==> src/design/cmf_pkg.sv <==
// cube map face package: face codes and the per-item tag that rides the chain
// no dependencies

package cmf_pkg;

  typedef enum logic [2:0] {
    FACE_POS_X = 3'd0,
    FACE_POS_Y = 3'd1,
    FACE_POS_Z = 3'd2,
    FACE_NEG_X = 3'd3,
    FACE_NEG_Y = 3'd4,
    FACE_NEG_Z = 3'd5
  } face_t;

  typedef struct packed {
    face_t face;
    logic  zero;
    logic  sat_u;
    logic  sat_v;
  } tag_t;

endpackage

==> src/design/cmf_select.sv <==
// cube map face front cell: major axis pick, minor axes, numerators and divisor
// depends on cmf_pkg

module cmf_select import cmf_pkg::*; #(
  parameter int CB = 16
) (
  input  logic          clk,
  input  logic          rst,
  input  logic          in_valid,
  output logic          in_ready,
  input  logic [CB-1:0] dir_x,
  input  logic [CB-1:0] dir_y,
  input  logic [CB-1:0] dir_z,
  output logic          out_valid,
  input  logic          out_ready,
  output logic [CB:0]   num_u,
  output logic [CB:0]   num_v,
  output logic [CB:0]   den,
  output tag_t          tag
);

  logic signed [CB:0]   sx, sy, sz;
  logic signed [CB:0]   nx, ny, nz;
  logic [CB-1:0]        ax, ay, az;
  logic [CB-1:0]        maj;
  logic signed [CB:0]   mu, mv;
  logic signed [CB+1:0] su, sv;
  logic [CB:0]          nu_w, nv_w, d_w;
  face_t                face_w;
  logic                 zero_w;

  always_comb begin
    sx = {dir_x[CB-1], dir_x};
    sy = {dir_y[CB-1], dir_y};
    sz = {dir_z[CB-1], dir_z};
    nx = -sx;
    ny = -sy;
    nz = -sz;
    ax = sx[CB] ? nx[CB-1:0] : sx[CB-1:0];
    ay = sy[CB] ? ny[CB-1:0] : sy[CB-1:0];
    az = sz[CB] ? nz[CB-1:0] : sz[CB-1:0];
    zero_w = ~|{dir_x, dir_y, dir_z};
    if (ax >= ay && ax >= az) begin
      maj = ax;
      mv  = sy;
      if (!sx[CB] && |dir_x) begin
        face_w = FACE_POS_X;
        mu     = nz;
      end else begin
        face_w = FACE_NEG_X;
        mu     = sz;
      end
    end else if (ay >= az) begin
      maj = ay;
      mu  = sx;
      if (!sy[CB]) begin
        face_w = FACE_POS_Y;
        mv     = nz;
      end else begin
        face_w = FACE_NEG_Y;
        mv     = sz;
      end
    end else begin
      maj = az;
      mv  = sy;
      if (!sz[CB]) begin
        face_w = FACE_POS_Z;
        mu     = sx;
      end else begin
        face_w = FACE_NEG_Z;
        mu     = nx;
      end
    end
    su   = {mu[CB], mu} + {2'b00, maj};
    sv   = {mv[CB], mv} + {2'b00, maj};
    nu_w = su[CB:0];
    nv_w = sv[CB:0];
    d_w  = {maj, 1'b0};
  end

  assign in_ready = !out_valid || out_ready;

  always_ff @(posedge clk) begin
    if (rst) begin
      out_valid <= 1'b0;
    end else if (in_ready) begin
      out_valid <= in_valid;
    end
  end

  always_ff @(posedge clk) begin
    if (in_ready && in_valid) begin
      num_u     <= nu_w;
      num_v     <= nv_w;
      den       <= d_w;
      tag.face  <= face_w;
      tag.zero  <= zero_w;
      tag.sat_u <= (nu_w == d_w);
      tag.sat_v <= (nv_w == d_w);
    end
  end

endmodule

==> src/design/cmf_div_cell.sv <==
// cube map face division cell: one restoring quotient bit for u and for v
// depends on cmf_pkg

module cmf_div_cell import cmf_pkg::*; #(
  parameter int CB = 16,
  parameter int UV = 16
) (
  input  logic          clk,
  input  logic          rst,
  input  logic          in_valid,
  output logic          in_ready,
  input  logic [CB:0]   rem_u_in,
  input  logic [CB:0]   rem_v_in,
  input  logic [CB:0]   den_in,
  input  logic [UV-1:0] quo_u_in,
  input  logic [UV-1:0] quo_v_in,
  input  tag_t          tag_in,
  output logic          out_valid,
  input  logic          out_ready,
  output logic [CB:0]   rem_u,
  output logic [CB:0]   rem_v,
  output logic [CB:0]   den,
  output logic [UV-1:0] quo_u,
  output logic [UV-1:0] quo_v,
  output tag_t          tag
);

  logic [CB+1:0] tu, tv, du, dv;
  logic          bu, bv;

  always_comb begin
    tu = {rem_u_in, 1'b0};
    tv = {rem_v_in, 1'b0};
    bu = tu >= {1'b0, den_in};
    bv = tv >= {1'b0, den_in};
    du = tu - {1'b0, den_in};
    dv = tv - {1'b0, den_in};
  end

  assign in_ready = !out_valid || out_ready;

  always_ff @(posedge clk) begin
    if (rst) begin
      out_valid <= 1'b0;
    end else if (in_ready) begin
      out_valid <= in_valid;
    end
  end

  always_ff @(posedge clk) begin
    if (in_ready && in_valid) begin
      rem_u <= bu ? du[CB:0] : tu[CB:0];
      rem_v <= bv ? dv[CB:0] : tv[CB:0];
      den   <= den_in;
      quo_u <= {quo_u_in[UV-2:0], bu};
      quo_v <= {quo_v_in[UV-2:0], bv};
      tag   <= tag_in;
    end
  end

endmodule

==> src/design/cube_map_face_uv_core.sv <==
// cube map face selection with face coordinates, top level
// depends on cmf_pkg, cmf_select, cmf_div_cell
//
// input channel: dir_x, dir_y, dir_z with dir_valid / dir_stall; an item is
// taken at a clock edge with dir_valid high and dir_stall low
// output channel: face_index, coord_u, coord_v, zero_vector with
// res_valid / res_stall; an item leaves at an edge with res_valid high and
// res_stall low
// one item per cycle sustained while res_stall stays low; a result passes through
// the select cell, which loads at the edge that takes its item, then a row of
// UV_BITS division cells that each make one quotient bit of u and v, and then
// the output register
// every cell holds its own item, so while the receiver stalls the row keeps
// taking items until all cells are full; dir_stall then rises
// a synchronous rst empties every cell and the output register; no item is
// in flight after reset

module cube_map_face_uv_core import cmf_pkg::*; #(
  parameter int COMPONENT_BITS = 16,
  parameter int UV_BITS        = 16
) (
  input  logic                      clk,
  input  logic                      rst,
  input  logic                      dir_valid,
  output logic                      dir_stall,
  input  logic [COMPONENT_BITS-1:0] dir_x,
  input  logic [COMPONENT_BITS-1:0] dir_y,
  input  logic [COMPONENT_BITS-1:0] dir_z,
  output logic                      res_valid,
  input  logic                      res_stall,
  output logic [2:0]                face_index,
  output logic [UV_BITS-1:0]        coord_u,
  output logic [UV_BITS-1:0]        coord_v,
  output logic                      zero_vector
);

  localparam int CB = COMPONENT_BITS;
  localparam int UV = UV_BITS;

  logic          vld [0:UV];
  logic          rdy [0:UV];
  logic [CB:0]   rem_u [0:UV];
  logic [CB:0]   rem_v [0:UV];
  logic [CB:0]   den [0:UV];
  logic [UV-1:0] quo_u [0:UV];
  logic [UV-1:0] quo_v [0:UV];
  tag_t          tag [0:UV];
  logic          sel_ready;
  logic          out_load;

  assign dir_stall = !sel_ready;
  assign quo_u[0]  = '0;
  assign quo_v[0]  = '0;

  cmf_select #(.CB(CB)) u_select (
    .clk       (clk),
    .rst       (rst),
    .in_valid  (dir_valid),
    .in_ready  (sel_ready),
    .dir_x     (dir_x),
    .dir_y     (dir_y),
    .dir_z     (dir_z),
    .out_valid (vld[0]),
    .out_ready (rdy[0]),
    .num_u     (rem_u[0]),
    .num_v     (rem_v[0]),
    .den       (den[0]),
    .tag       (tag[0])
  );

  for (genvar i = 0; i < UV; i++) begin : g_cell
    cmf_div_cell #(.CB(CB), .UV(UV)) u_cell (
      .clk       (clk),
      .rst       (rst),
      .in_valid  (vld[i]),
      .in_ready  (rdy[i]),
      .rem_u_in  (rem_u[i]),
      .rem_v_in  (rem_v[i]),
      .den_in    (den[i]),
      .quo_u_in  (quo_u[i]),
      .quo_v_in  (quo_v[i]),
      .tag_in    (tag[i]),
      .out_valid (vld[i+1]),
      .out_ready (rdy[i+1]),
      .rem_u     (rem_u[i+1]),
      .rem_v     (rem_v[i+1]),
      .den       (den[i+1]),
      .quo_u     (quo_u[i+1]),
      .quo_v     (quo_v[i+1]),
      .tag       (tag[i+1])
    );
  end

  assign out_load = !res_valid || !res_stall;
  assign rdy[UV]  = out_load;

  always_ff @(posedge clk) begin
    if (rst) begin
      res_valid <= 1'b0;
    end else if (out_load) begin
      res_valid <= vld[UV];
    end
  end

  always_ff @(posedge clk) begin
    if (out_load && vld[UV]) begin
      face_index  <= tag[UV].face;
      zero_vector <= tag[UV].zero;
      if (tag[UV].zero) begin
        coord_u <= '0;
        coord_v <= '0;
      end else begin
        coord_u <= tag[UV].sat_u ? '1 : quo_u[UV];
        coord_v <= tag[UV].sat_v ? '1 : quo_v[UV];
      end
    end
  end

`ifndef SYNTH
  a_zero_result: assert property (@(posedge clk) disable iff (rst)
    res_valid && zero_vector |->
      face_index == FACE_NEG_X && coord_u == '0 && coord_v == '0)
    else $error("zero vector result not cleared");

  a_face_range: assert property (@(posedge clk) disable iff (rst)
    res_valid |-> face_index <= FACE_NEG_Z)
    else $error("face index out of range");

  a_stall_full: assert property (@(posedge clk) disable iff (rst)
    dir_stall |-> vld[0] && res_valid)
    else $error("input stalled while the row has room");

  a_drain: assert property (@(posedge clk) disable iff (rst)
    vld[UV] && out_load |=> res_valid)
    else $error("finished item lost at the output register");
`endif

endmodule

==> config.mk <==
export PLATFORM = sky130hd
export DESIGN_NAME = cube_map_face_uv_core
export DESIGN_NICKNAME = d
export VERILOG_FILES = /design/src/design/cmf_pkg.sv /design/src/design/cmf_select.sv /design/src/design/cmf_div_cell.sv /design/src/design/cube_map_face_uv_core.sv
export SDC_FILE = /design/constraint.sdc
export NUM_CORES = 2
export LEC_CHECK = 0
export BUFFER_PORTS_ARGS = -buffer_cell sky130_fd_sc_hd__buf_2
export CORE_AREA = 2 2 408 410
export DETAILED_ROUTE_END_ITERATION = 7
export DIE_AREA = 0 0 410 412
export MAX_ROUTING_LAYER = met4
export PLACE_DENSITY = 0.73
export SLEW_MARGIN = 20
export SYNTH_ARGS = -nofsm -noshare
export SYNTH_HDL_FRONTEND = slang
export SYNTH_HIERARCHICAL = 1
export SYNTH_SLANG_ARGS = --single-unit
export TNS_END_PERCENT = 20
==> constraint.sdc <==
create_clock -name clk -period 8.93 [get_ports clk]
set_input_delay 1.3395 -clock clk [delete_from_list [all_inputs] [get_ports clk]]
set_output_delay 1.3395 -clock clk [all_outputs]
set_load 0.01 [all_outputs]
# Word level (Yosys, flattened, before mapping)
# Cells that the tools add are included.
[totals]
reg_bits = 1228
word_cells = 383
output_inout_bits = 38
[op_classes]
addsub = 35
muxes = 49
n_eq_ne = 2
reduce_logical = 62
magnitude_cmp = 35
[ops]
columns = ["operator", "count"]
rows = [
  ["$mux W17", 37],
  ["$ge A18 B17 Y1", 32],
  ["$sub A17 B17 Y17", 30],
  ["$mux W16", 7],
  ["$ge A16 B16 Y1", 3],
  ["$reduce_or A48 Y1", 1],
  ["$add A17 B17 Y17", 2],
  ["$eq A17 B17 Y1", 2],
  ["$neg A16 Y17", 2],
  ["$logic_not A1 Y1", 22],
  ["$logic_and A1 B1 Y1", 20],
  ["$logic_or A1 B1 Y1", 18],
  ["$neg A16 Y16", 1],
  ["$reduce_or A16 Y1", 1],
  ["$mux W3", 4],
  ["$mux W2", 1],
]

# Longest topological paths before layout
[depth]
ltp_word = 20
depth_mapped = 36
ltp_nobuf = 31

# By module
# The synthesis kept the hierarchy.
[modules_own_cells]
columns = ["mod", "area_each_um2", "seq_area_each_um2", "n_inst", "cells_per_inst"]
rows = [
  ["cmf_div_cell", 5054.8, 2692.6, 16, 404],
  ["cmf_select", 7449.6, 1701.6, 1, 899],
  ["cube_map_face_uv_core", 1446.4, 1101.1, 1, 114],
]

# Worst setup path before layout
# OpenSTA, ideal clock, no wires.
[synth_path]
path_kind = "input-to-reg"
startpoint = "input port dir_x[4]"
endpoint = "register, netlist name u_select/tag[0]"
slack_ps = 161
path_buffers = 5
required_time_ps = 8760
cell_stages = 31
arrival_time_ps = 8600
setup_time_ps = 170
cell_sequence = "or3_1 -> or2_2 -> clkbuf_1 -> or4b_2 -> or3_1 -> nand2_1 -> xnor2_1 -> ha_1 -> a21o_1 -> a211oi_1 -> nand3_1 -> and3_1 -> buf_2 -> nand2_1 -> clkbuf_1 -> clkbuf_1 -> buf_1 -> a21oi_1 -> ha_1 -> fa_1 -> a21o_1 -> a21o_1 -> a21oi_1 -> o31ai_1 -> a211o_1 -> xor2_1 -> nor2b_1 -> o41a_1 -> and4bb_1 -> nand4_1 -> nor4_2"
[synth_via]
elab_chain_cells = 7
word_cells_on_any_way = 9
cone_classes = "2 x add/sub; 2 x order compare; 1 x eq/ne; 3 x mux; 1 x reduce/logical"
[synth_rtl]
columns = ["element", "line_no", "text"]
rows = [
  ["from (decl)", "cube_map_face_uv_core.sv:26", "input logic [COMPONENT_BITS-1:0] dir_x,"],
  ["$neg A16 Y17", "cmf_select.sv:36", "nx = -sx;"],
  ["$mux W16 (*)", "cmf_select.sv:39", "ax = sx[CB] ? nx[CB-1:0] : sx[CB-1:0];"],
  ["$ge A16 B16 Y1", "cmf_select.sv:43", "if (ax >= ay && ax >= az) begin"],
  ["$logic_and A1 B1 Y1 (*)", "cmf_select.sv:43", ""],
  ["$mux W16 (*)", "cmf_select.sv:43", ""],
  ["net u_select.maj[0]", "cmf_select.sv:25", "logic [CB-1:0] maj;"],
  ["$add A17 B17 Y17 (*)", "cmf_select.sv:75", "sv = {mv[CB], mv} + {2'b00, maj};"],
  ["net u_select.sv[14]", "cmf_select.sv:27", "logic signed [CB+1:0] su, sv;"],
  ["$eq A17 B17 Y1 (*)", "cmf_select.sv:99", "tag.sat_v <= (nv_w == d_w);"],
]
# Mark *: on every way through the listed nets, which the timed path passes. The rest lies on a longest branch.
# A chain may end at the register's enable or synchronous reset.

# Worst setup path after layout
[layout_path]
startpoint = "input port dir_x[4]"
endpoint = "register, netlist name u_select/tag[0]"
[layout_via]
elab_chain_cells = 7
word_cells_on_any_way = 9
cone_classes = "2 x add/sub; 2 x order compare; 1 x eq/ne; 3 x mux; 1 x reduce/logical"
[layout_rtl]
columns = ["element", "line_no"]
rows = [
  ["$neg A16 Y17", "cmf_select.sv:36"],
  ["$mux W16 (*)", "cmf_select.sv:39"],
  ["$ge A16 B16 Y1", "cmf_select.sv:43"],
  ["$logic_and A1 B1 Y1", "cmf_select.sv:43"],
  ["$mux W16 (*)", "cmf_select.sv:43"],
  ["net u_select.maj[5]", "cmf_select.sv:25"],
  ["$add A17 B17 Y17 (*)", "cmf_select.sv:75"],
  ["net u_select.sv[14]", "cmf_select.sv:27"],
  ["$eq A17 B17 Y1 (*)", "cmf_select.sv:99"],
]
# Marked as above.

==> summary.txt <==
Drt
  • Pre-antenna DRT Iters: 6
  • Via density: 5.83
  • Vias: 56.0k
  • Final wirelength: 218000 um
  • Initial DRC count: 5044
  • Post-route DRC: 0
  • Wire length per cell: 22.7 um
  • Antenna-violating nets left: 0

Timing
  • Setup TNS: 0 ns
  • Post-route setup slack: 0.630 ns
  • Max Clock Skew: 0.0498 ns
  • Relative slew slack: 28.0%
  • Final setup vio count: 0
  • Max Slew Vio Count: 0
  • Tmin final: 8.30 ns
  • Period utilization: 92.9%
  • Fmax: 0.120 GHz
  • Worst hold slack: 0.388 ns
  • Worst Tran Pin Value: 1.08 ns
  • Final Hold Viols: 0
  • RSZ-0062 raised after global routing: false

Placement
  • DP Cell Count: 9341
  • Dpl hpwl: 172000 um
  • Place WS: 0.0268 ns
  • GPL Wtd Cong: 0.997
  • Port buffer count: 89

Setup path
  • Endpoint class of the critical path: flop
  • Most used cell, CP: buf_4
  • Startpoint Class: input port
  • Req. time, crit path: 9.51 ns
  • Critical path class: input port to flop
  • Flop2flop setup slack: 4.35 ns
  • Critical path arrival: 8.88 ns
  • Crit-path max cell delay: 0.70 ns
  • Slowest cell on the critical path: or4b_2
  • Crit-path max FO: 11

Logic synthesis
  • Synth Area per Inst: 11.4 um2
  • Synthesized cell area: 79600 um2
  • Synth warn: 6
  • Gate Count Post-Synth: 6990
  • Net Count, Synth: 7703

Clock network
  • Root Buffer Master: clkbuf_16
  • CTS Sinks: 1243
  • Total setup buffers inserted after CTS: 0
  • CTS buffer count: 139
  • Clock Pin Slew Worst Setup and Hold Paths: 0.06 ns
  • Worst skew pair latency: 0.80 ns
  • H-Tree Depth: 4
  • CTS tree: built
  • Hold Buf Count CTS: 0
  • Maximum clock path buffer count: 3
  • CTS-repair resized insts: 0

Flow run
  • Max-cap violations: 0

Finish
  • Leading cell type in the layout, fill and taps excluded: edfxtp_1
  • Area grow syn2layout: 11.0%
  • Layout Nets: 8006
  • Share of cells above drive strength 1: 15.8%
  • Fin cells: 9603
  • Most frequent cells in the layout: 1225 x edfxtp_1, 627 x ha_1, 504 x nor2_1, 464 x inv_1, 458 x nand2_1

Pwr
  • Switching Share: 29.9%
  • Switching pwr: 5300 uW
  • Final Power: 17700 uW
  • Flop pwr share: 39.2%
  • Internal: 12400 uW
  • Leakage: 0.0350 uW
  • Logic pwr share: 27.7%
  • Clock share of power: 33.1%
  • PwrDens: 201 nW/um2
  • VDD IR max: 0.000215 V

GRT
  • Vias in the first global route: 54.1k
  • Largest net degree at the start of global routing: 73
  • Overflow after GRT: 0
  • Initial antenna violation count: 11
  • First-pass GRT wire length: 329000 um
  • GRT Total Usage: 26.1%

Die
  • Die area: 169000 um2
  • Core Region: 164000 um2
  • # rows: 149
  • Die height: 412 um
  • I/O pin cnt: 90
  • Die Span X: 410 um
  • Initial core utilization: 48.5%

Hold path
  • Hold Path Class: flop to flop

Run status
  • Status: complete, no violations
==> sequential cells by signal, indices dropped and copies added (netlist names), 17 cells and up <==
register	count
u_select/num_u	17
u_select/num_v	17
g_cell.u_cell/tag	96
g_cell.u_cell/quo_u	136
g_cell.u_cell/rem_u	255
g_cell.u_cell/quo_v	136
g_cell.u_cell/rem_v	255
g_cell.u_cell/den	255
==> layout make-up <==
type	count	area [um2]
fill	14000	75900
tap	2189	2740
multi-input combinational	5120	39800
timing repair buffer	325	2230
inverter	464	1740
clock buffer	162	3610
sequential	1243	37100
clock inverter	95	1110
antenna	5	12.5
==> critical path: cells and delay by family <==
kind	cells	cell delay [ns]
xor+xnor	2	0.37
fa+ha+maj	2	0.66
simple gates	13	3.66
buf+inv	5	0.85
compound gates	7	1.99
==> final timing paths <==
kind	start	end	cells after the start
min reg2reg	g_cell[3].u_cell/quo_v[3]$_DFFE_PP_	g_cell[4].u_cell/quo_v[4]$_DFFE_PP_	0
min	g_cell[3].u_cell/quo_v[3]$_DFFE_PP_	g_cell[4].u_cell/quo_v[4]$_DFFE_PP_	0
max	dir_x[4]	u_select/tag[0]$_DFFE_PP_	29
max reg2reg	res_valid$_SDFFE_PP0P_	u_select/den[13]$_DFFE_PP_	19
==> metrics by stage <==
stage          util (%)  instance area [um2]
3_3_place_gp       50.9                83600
3_5_place_dp       50.9                83600
6_report           53.8                88400
4_1_cts            53.8                88300
5_1_grt            53.8                88400
2_1_floorplan         -                79600
==> power by group through the flow <==
stage               sequential (uW)  clock (uW)  combinational (uW)
finish                         6960        5870                4900
global route                   6960        6220                5330
CTS                            6960        6000                4860
detailed placement             7080           0                4830
global placement               7080           0                4800
floorplan                      6940           0                3230
==> layer usage <==
metal / vias to the layer above / GRT usage (%) / part of all wire [%]
li1: 26700 / - / -
met1: 27300 / 36.4 / 46
met2: 1686 / 41.0 / 46
met3: 277 / 3.18 / 5.6
met4: 0 / 5.67 / 2.0
met5: - / - / 0
Note: power is estimated with default switching activity, not from simulation.
